$ cat config.mk
export PLATFORM = sky130hd
export DESIGN_NAME = hds_isqrt
export DESIGN_NICKNAME = d
export VERILOG_FILES = /design/src/hdl/heat_diffusion_stencil_grid_defines.svh /design/src/hdl/hds_pkg.sv /design/src/hdl/hds_isqrt.sv
export SDC_FILE = /design/constraint.sdc
export NUM_CORES = 1
export LEC_CHECK = 0
export BUFFER_PORTS_ARGS = -buffer_cell sky130_fd_sc_hd__buf_2
export CAP_MARGIN = 20
export CORE_MARGIN = 8
export CORE_UTILIZATION = 25
export CTS_CLUSTER_SIZE = 12
export DETAILED_ROUTE_END_ITERATION = 12
export GPL_ROUTABILITY_DRIVEN = 0
export HOLD_SLACK_MARGIN = 0.06
export PLACE_DENSITY_LB_ADDON = 0.05
export SKIP_LAST_GASP = 1
export SLEW_MARGIN = 30
export SYNTH_ARGS = -nofsm -noshare
export SYNTH_HDL_FRONTEND = slang
export SYNTH_SLANG_ARGS = --single-unit
$ cat constraint.sdc
create_clock -name clk -period 7.9 [get_ports clk]
set_input_delay 1.185 -clock clk [delete_from_list [all_inputs] [get_ports clk]]
set_output_delay 1.185 -clock clk [all_outputs]
set_load 0.05 [all_outputs]
$ cat src/hdl/heat_diffusion_stencil_grid_defines.svh
// Assertion macros shared by the heat diffusion grid RTL
`ifndef HEAT_DIFFUSION_STENCIL_GRID_DEFINES_SVH
`define HEAT_DIFFUSION_STENCIL_GRID_DEFINES_SVH

`ifndef NO_ASSERTIONS
`define HDS_ASSERT_NOW(name, ante, cons) \
    name: assert property (@(posedge clk) disable iff (!rst_n) (ante) |-> (cons)) \
        else $error("same-cycle check failed");
`define HDS_ASSERT_NEXT(name, ante, cons) \
    name: assert property (@(posedge clk) disable iff (!rst_n) (ante) |=> (cons)) \
        else $error("next-cycle check failed");
`else
`define HDS_ASSERT_NOW(name, ante, cons)
`define HDS_ASSERT_NEXT(name, ante, cons)
`endif

`endif

$ cat src/hdl/hds_pkg.sv
// Shared constants and types for the heat diffusion grid
`default_nettype none
package hds_pkg;

    localparam int INTERIOR_SIZE = 256;
    localparam int SIDE          = INTERIOR_SIZE + 2;
    localparam int CELLS         = SIDE * SIDE;
    localparam int HALF          = SIDE / 2;
    localparam int IDX_W         = $clog2(CELLS);
    localparam int ADDR_W        = IDX_W + 1;
    localparam int RC_W          = $clog2(SIDE);
    localparam int PADDR_W       = 4;
    localparam int RAD_W         = 64;
    localparam int ROOT_W        = 32;

    typedef logic [1:0] op_t;
    localparam op_t OP_WRITE = 2'd0;
    localparam op_t OP_RUN   = 2'd1;
    localparam op_t OP_READ  = 2'd2;

    typedef logic [1:0] reg_idx_t;
    localparam reg_idx_t REG_GAIN    = 2'd0;
    localparam reg_idx_t REG_ITERS   = 2'd1;
    localparam reg_idx_t REG_HOT     = 2'd2;
    localparam reg_idx_t REG_HOT_EN  = 2'd3;

    localparam logic [23:0] GAIN_RST   = 24'd101855;
    localparam logic [15:0] ITERS_RST  = 16'd100;
    localparam logic [31:0] HOT_RST    = 32'd26214400;
    localparam logic        HOT_EN_RST = 1'b1;

endpackage
`default_nettype wire

$ cat src/hdl/hds_isqrt.sv
// Bit-serial integer square root of the residual sum
`default_nettype none
module hds_isqrt (
    input  logic                        clk,
    input  logic                        rst_n,
    input  logic                        start,
    input  logic [hds_pkg::RAD_W-1:0]   radicand,
    output logic                        busy,
    output logic                        done,
    output logic [hds_pkg::ROOT_W-1:0]  root
);

    localparam int CNT_W = $clog2(hds_pkg::ROOT_W + 1);
    localparam logic [hds_pkg::RAD_W-1:0] TOP_BIT = {2'b01, {(hds_pkg::RAD_W-2){1'b0}}};

    logic                       busy_reg;
    logic                       done_reg;
    logic [CNT_W-1:0]           cnt_reg;
    logic [hds_pkg::RAD_W-1:0]  v_reg;
    logic [hds_pkg::RAD_W-1:0]  res_reg;
    logic [hds_pkg::RAD_W-1:0]  bit_reg;
    logic [hds_pkg::RAD_W-1:0]  trial;
    logic                       fits;

    assign trial = res_reg + bit_reg;
    assign fits  = v_reg >= trial;

    always_ff @(posedge clk or negedge rst_n)
    begin
        if (!rst_n)
        begin
            busy_reg <= 1'b0;
            done_reg <= 1'b0;
            cnt_reg  <= '0;
        end
        else
        begin
            done_reg <= 1'b0;
            if (start)
            begin
                busy_reg <= 1'b1;
                cnt_reg  <= CNT_W'(hds_pkg::ROOT_W);
            end
            else if (busy_reg)
            begin
                cnt_reg <= cnt_reg - 1'b1;
                if (cnt_reg == CNT_W'(1))
                begin
                    busy_reg <= 1'b0;
                    done_reg <= 1'b1;
                end
            end
        end
    end

    always_ff @(posedge clk)
    begin
        if (start)
        begin
            v_reg   <= radicand;
            res_reg <= '0;
            bit_reg <= TOP_BIT;
        end
        else if (busy_reg)
        begin
            if (fits)
            begin
                v_reg   <= v_reg - trial;
                res_reg <= (res_reg >> 1) + bit_reg;
            end
            else
            begin
                res_reg <= res_reg >> 1;
            end
            bit_reg <= bit_reg >> 2;
        end
    end

    assign busy = busy_reg;
    assign done = done_reg;
    assign root = res_reg[hds_pkg::ROOT_W-1:0];

endmodule
`default_nettype wire

Word-level counts from Yosys, hierarchy flattened

Cells that the tools add are included.
Widths: inputs -> output; s select.

Flip-flop bits (word level): 168
Bits of input ports: 67
Output and inout bits: 34
Logic and storage cells: 27

$add $sub $neg: 4
Magnitude comparators: 1
Equality and inequality tests: 1
Mux-type cells: 12
Reduce and logical (&&, ||, !) cells: 3

Operator list:

| operator            | number |
|---|---|
| $mux 64             | 4 |
| $add 63x63->64      | 1 |
| $add 64x63->64      | 1 |
| $ge 64x64->1        | 1 |
| $sub 64x64->64      | 1 |
| $mux 6              | 2 |
| $eq 6x1->1 const B  | 1 |
| $mux 1              | 6 |
| $sub 6x1->6 const B | 1 |
| $reduce_bool 2->1   | 2 |
| $reduce_and 2->1    | 1 |

Longest topological paths before layout

Word-level depth: 5
Depth in mapped cells: 27

Worst setup path after synthesis

OpenSTA, ideal clock, no wires.

Path type: flip-flop to flip-flop
From: reg res_reg[2] in the netlist's numbering
To: reg v_reg[0] in the netlist's numbering, enable pin
Library setup time: 0.693 ns
Data arrival time: 5.348 ns
Data required time: 7.207 ns
Setup slack: 1.859 ns
Cell stages (with the launch flop): 23
Cell sequence: dfxtp_1 > ha_1 > a31oi_1 > o21ai_1 > or3b_1 > a21oi_1 > nor2_1 > o21ai_1 > a31oi_1 > o41ai_2 > mux2i_1 > or3_1 > ha_1 > a21o_1 > o21bai_1 > a21oi_1 > o21ai_1 > a21oi_1 > o21a_1 > o31a_1 > buf_2 > nand2b_1 > nand2_1

Longest elaborated chain between the ends: 4

Ends and longest elaborated chain:

| item                               | line            | source |
|---|---|---|
| from (decl)                        | hds_isqrt.sv:20 | `logic [hds_pkg::RAD_W-1:0] res_reg;` |
| from (signal assigned)             | hds_isqrt.sv:69 | `res_reg <= (res_reg >> 1) + bit_reg;` |
| from (signal assigned)             | hds_isqrt.sv:73 | `res_reg <= res_reg >> 1;` |
| $add 64x63->64                     | hds_isqrt.sv:25 | `assign trial = res_reg + bit_reg;` |
| $ge 64x64->1                       | hds_isqrt.sv:26 | `assign fits = v_reg >= trial;` |
| $reduce_bool 2->1 (no source line) | -               |  |
| $reduce_and 2->1 (no source line)  | -               |  |
| to (signal assigned)               | hds_isqrt.sv:60 | `v_reg <= radicand;` |
| to (signal assigned)               | hds_isqrt.sv:68 | `v_reg <= v_reg - trial;` |
| to (decl)                          | hds_isqrt.sv:19 | `logic [hds_pkg::RAD_W-1:0] v_reg;` |

Every way passes these cells.
A chain may end at the register's enable or synchronous reset.

Worst setup path in the final report

From: reg res_reg[2] in the netlist's numbering
To: reg v_reg[56] in the netlist's numbering (data pin)

Longest elaborated chain between the ends: 5

Ends and longest elaborated chain:

| item           | line            | source |
|---|---|---|
| $add 64x63->64 | hds_isqrt.sv:25 |  |
| $sub 64x64->64 | hds_isqrt.sv:68 |  |
| $mux 64        | hds_isqrt.sv:66 | `if (fits)` |
| $mux 64        | hds_isqrt.sv:64 | `else if (busy_reg)` |
| $mux 64        | hds_isqrt.sv:58 | `if (start)` |

Every way passes these cells. The select of a mux whose other input is x is not followed.

==> impl_summary.md <==
Status
The flow ran to the end, and the final reports show no timing, DRC or antenna violations.

CTS
The clock passes through at most 2 buffers. Buffers added to address setup during post-CTS repair amount to 0. For this design, the CTS-stage hold fixing added 0 buffers. Gates resized during post-CTS repair numbered 0. The H-tree was split into 4 levels.

The clock tree from TritonCTS is yes. The number of clock sinks is between 150 and 200. Clock tree synthesis inserted a total of 17 buffers. The later-pin clock latency in the skew report is 0.49 ns.

The buffer cell driving the clock tree root is sky130_fd_sc_hd__clkbuf_16. The register clock-pin slew on the reported worst setup and hold paths is 0.08 ns.

Setup path
Data on the critical path arrives at its endpoint at 6.69 ns. The critical path is of the flop to flop type. The critical path data required time is 8.11 ns. The category of the worst setup path capture point is a flop.

Along the worst path, the maximum fanout reaches 7. The critical path startpoint is res_reg[2]$_SDFFE_PP0P_. The element type at the critical path start is a flop. The startpoint of the lowest-slack register-to-register path is res_reg[2]$_SDFFE_PP0P_.

Synthesis
The instance count of the mapped netlist is a little under 2000. The sequential share of the synthesized area is 0.262. The adder and majority gate portion of the synthesized area is 0.108.

By area, the combinational part of the netlist is dominated by compound AO/OA/AOI/OAI gates. The mean instance size in the synthesized netlist is approximately 8 um^2. The post-synthesis compound-gate area fraction came to 0.269. In the synthesized netlist the dominant register cell turns out to be sky130_fd_sc_hd__dfxtp_1. The number of nets produced by synthesis is 2166.

The total of flip-flops plus latches after synthesis is around 170. The cell area that synthesis handed to floorplanning was 15400 um^2. Of the total synthesized cell area, the portion taken by AND, OR, NAND and NOR gates is 0.193.

Of the post-synthesis cell area, the part taken by muxes is 0.0327. Counting flops with a built-in enable in the synthesized netlist gives 64. After synthesis, the netlist uses 78 different library cells. The synthesis warning total is 0. Of all flip-flops after synthesis, the portion carrying an async set or reset was 0.0476. The fraction of synthesized cell area in xor and xnor cells is 0.0811.

Die
The height of the die is 264 um. In this run the horizontal extent of the chip is 264 um. The floorplan has slightly above 90 rows. After floorplanning, the core was sized to cover just over 60000 um^2. The top-level I/O count is 101. The die covers 70000 um^2. The initial core utilization is 0.252.

Hold path
The launch point of the worst hold path is res_reg[0]$_SDFFE_PP0P_. The class of the tightest hold or removal check is flop to flop.

Timing
The share of the clock period used by the worst path after layout is 0.820. The final count of pins violating max slew is 0. Hold is met by 0.514 ns. Setup repair after global routing left no endpoint under its margin. Setup violations remaining at the end of the flow were counted as 0.

Based on the critical path, the design can be clocked at up to 154 MHz. The count of endpoints failing hold in the final timing report is 0. The total negative slack for setup checks is 0 ns.

The routed design could run at a clock period as short as 6.48 ns. The worst slew margin relative to its limit is 0.442. The actual slew at the worst max-slew pin is 0.832 ns. Across the routed clock network, the largest skew measured is roughly 0.012 ns.

Flow run
Across the run, the number of max-cap violations was 0.

Pwr
The leakage power is 6.69 nW. The switching fraction of total power is 0.479. The share of total power dissipated in sequential elements is 0.241.

Summed over all nets, the switching power comes to 2.91 mW. The clock share of power is 0.157. The power density over the cells is around 360 nW/um^2. Cell internal power was estimated by the tool at 3.17 mW. Across the VDD grid, the largest voltage drop is roughly 0.00023 V. The share of total power dissipated in combinational logic is 0.602.

Drt
The uppermost signal routing layer after detailed routing is met5. The detail route stage leaves a number of antenna-violating nets equal to 0. The wire length on met2 is around 28 mm.

For this block, the via count after detailed routing is 14200. Before antenna repair, the detailed router went through 7 iterations. The residual DRC count is 0. The first routing iteration left a little over 700 violations. The routed design has approximately 56 mm of wire. The met1 layer wirelength in the final routing is ~25 mm. The mean number of vias per cell is between 5 and 6. The wire length on met3 is 1.78 mm. In the final routed layout, each cell accounts on average for 20.2 um.

Final layout
The number of non-filler instances in the completed layout is 2759. The finished layout cell area is 17000 um^2. 0 antenna diodes ended up in the layout.

For this run, the share of the core covered by cells in the final layout is 0.278. At the end of the flow, the number of nets in the layout was 2156. The fraction of final layout cells sized beyond drive strength 1 is 0.0899.

Compared with the post-synthesis result, the final layout area differs by 10.3%.

Placement
The HPWL reported at the end of detailed placement is around 43 mm. The placed instance area is between 15000 and 20000 um^2. The count of placed standard cells including taps is 2727.

The count of buffers added on input and output ports is 100.

Global route
The number of global-route vias before repair is 14300. The first global-routing pass estimated between 80 and 90 mm of wire. The total overflow left after global routing is 0. The initial antenna violation count is 2. The largest net degree at the start of global routing is ~130. The total routing usage reported by global routing is 0.158.
-- power by group through the flow --
| stage | clock, mW | sequential (mW) | combinational, mW |
|---|---|---|---|
| final | 0.954 | 1.47 | 3.65 |
| after global placement | 0 | 1.50 | 3.68 |
| after floorplan | 0 | 1.37 | 2.79 |
| after CTS | 0.995 | 1.48 | 3.68 |
| after global routing | 1.02 | 1.50 | 4.09 |
| after detailed placement | 0 | 1.49 | 3.66 |
-- metal layers --
layer  vias to the layer above  global-route usage
li1                       7223                   -
met1                      6739               0.190
met2                       194               0.282
met3                        53              0.0284
met4                         2              0.0494
met5                         -                   0
-- critical path, cell delays in order, from the launching register on --
cell	delay [ns]
sky130_fd_sc_hd__dfxtp_1	0.39
sky130_fd_sc_hd__ha_1	0.36
sky130_fd_sc_hd__a31oi_1	0.16
sky130_fd_sc_hd__o21ai_1	0.40
sky130_fd_sc_hd__or3b_1	0.50
sky130_fd_sc_hd__a21oi_1	0.37
sky130_fd_sc_hd__nor2_1	0.16
sky130_fd_sc_hd__o21ai_1	0.22
sky130_fd_sc_hd__a31oi_1	0.21
sky130_fd_sc_hd__o41ai_2	0.35
sky130_fd_sc_hd__mux2i_1	0.12
sky130_fd_sc_hd__or3_1	0.33
sky130_fd_sc_hd__ha_1	0.38
sky130_fd_sc_hd__a21o_1	0.22
sky130_fd_sc_hd__o21bai_1	0.23
sky130_fd_sc_hd__or3_1	0.39
sky130_fd_sc_hd__a211oi_1	0.64
sky130_fd_sc_hd__o31ai_1	0.25
sky130_fd_sc_hd__a21boi_0	0.27
sky130_fd_sc_hd__xor2_1	0.17
sky130_fd_sc_hd__o21ai_0	0.08
-- kinds of logic after synthesis --
group | Yosys count
mux | 50
flops | 168
compound gates | 646
buf+inv | 183
fa+ha+maj | 133
xor+xnor | 143
simple gates | 643
-- layout by cell type, fill, tap and decap left out, drive strengths merged, types with 36 or more instances in the layout --
master	instances
nand2	204
nor2	189
o21ai	180
a21oi	138
ha	132
buf	112
dfxtp	96
xor2	72
xnor2	71
edfxtp	64
a31oi	55
a21o	48
mux2i	47
inv	42
nand3	40
a211oi	36
-- final cells by class --
cell class / count / area [um^2]
fill: 6664 / 44300
multi-input combinational: 1615 / 10600
sequential: 168 / 4050
tap: 790 / 988
timing repair buffer: 112 / 613
clock buffer: 24 / 534
inverter: 42 / 158
clock inverter: 8 / 105
-- synthesized netlist by cell type (all sizes together), types with 20 or more instances --
| master | n | area [um^2] |
|---|---|---|
| a211oi | 36 | 270 |
| a21o | 48 | 360 |
| a21oi | 138 | 691 |
| a311oi | 26 | 228 |
| a31oi | 55 | 359 |
| and2 | 20 | 125 |
| buf | 50 | 325 |
| clkbuf | 91 | 343 |
| dfxtp | 96 | 1920 |
| edfxtp | 64 | 1920 |
| ha | 132 | 1650 |
| inv | 41 | 154 |
| mux2i | 47 | 470 |
| nand2 | 204 | 766 |
| nand3 | 40 | 200 |
| nand4 | 35 | 219 |
| nor2 | 189 | 709 |
| nor3 | 31 | 155 |
| o21a | 23 | 173 |
| o21ai | 180 | 905 |
| o21bai | 33 | 248 |
| or3 | 31 | 194 |
| xnor2 | 71 | 622 |
| xor2 | 72 | 631 |
-- path summary, 6_finish.rpt --
kind                                      endpoint  slack, ns  cells past startpoint
hold reg to reg            res_reg[0]$_SDFFE_PP0P_       0.51                      2
max in group asynchronous           busy$_DFF_PN0_       7.19                      1
setup / recovery               v_reg[56]$_DFFE_PP_       1.42                     20
min in group asynchronous           done$_DFF_PN0_       0.52                      1
hold / removal             res_reg[0]$_SDFFE_PP0P_       0.51                      2
setup reg to reg               v_reg[56]$_DFFE_PP_       1.42                     20
-- per-stage QoR --
| stage | setup slack, ns | power (mW) |
|---|---|---|
| 2_1_floorplan | 1.86 | 4.17 |
| 3_3_place_gp | 1.42 | 5.18 |
| 3_5_place_dp | 1.46 | 5.15 |
| 4_1_cts | 1.40 | 6.15 |
| 5_1_grt | 1.02 | 6.61 |
| 6_report | 1.42 | 6.07 |
Power figures use the tool's default switching activity.
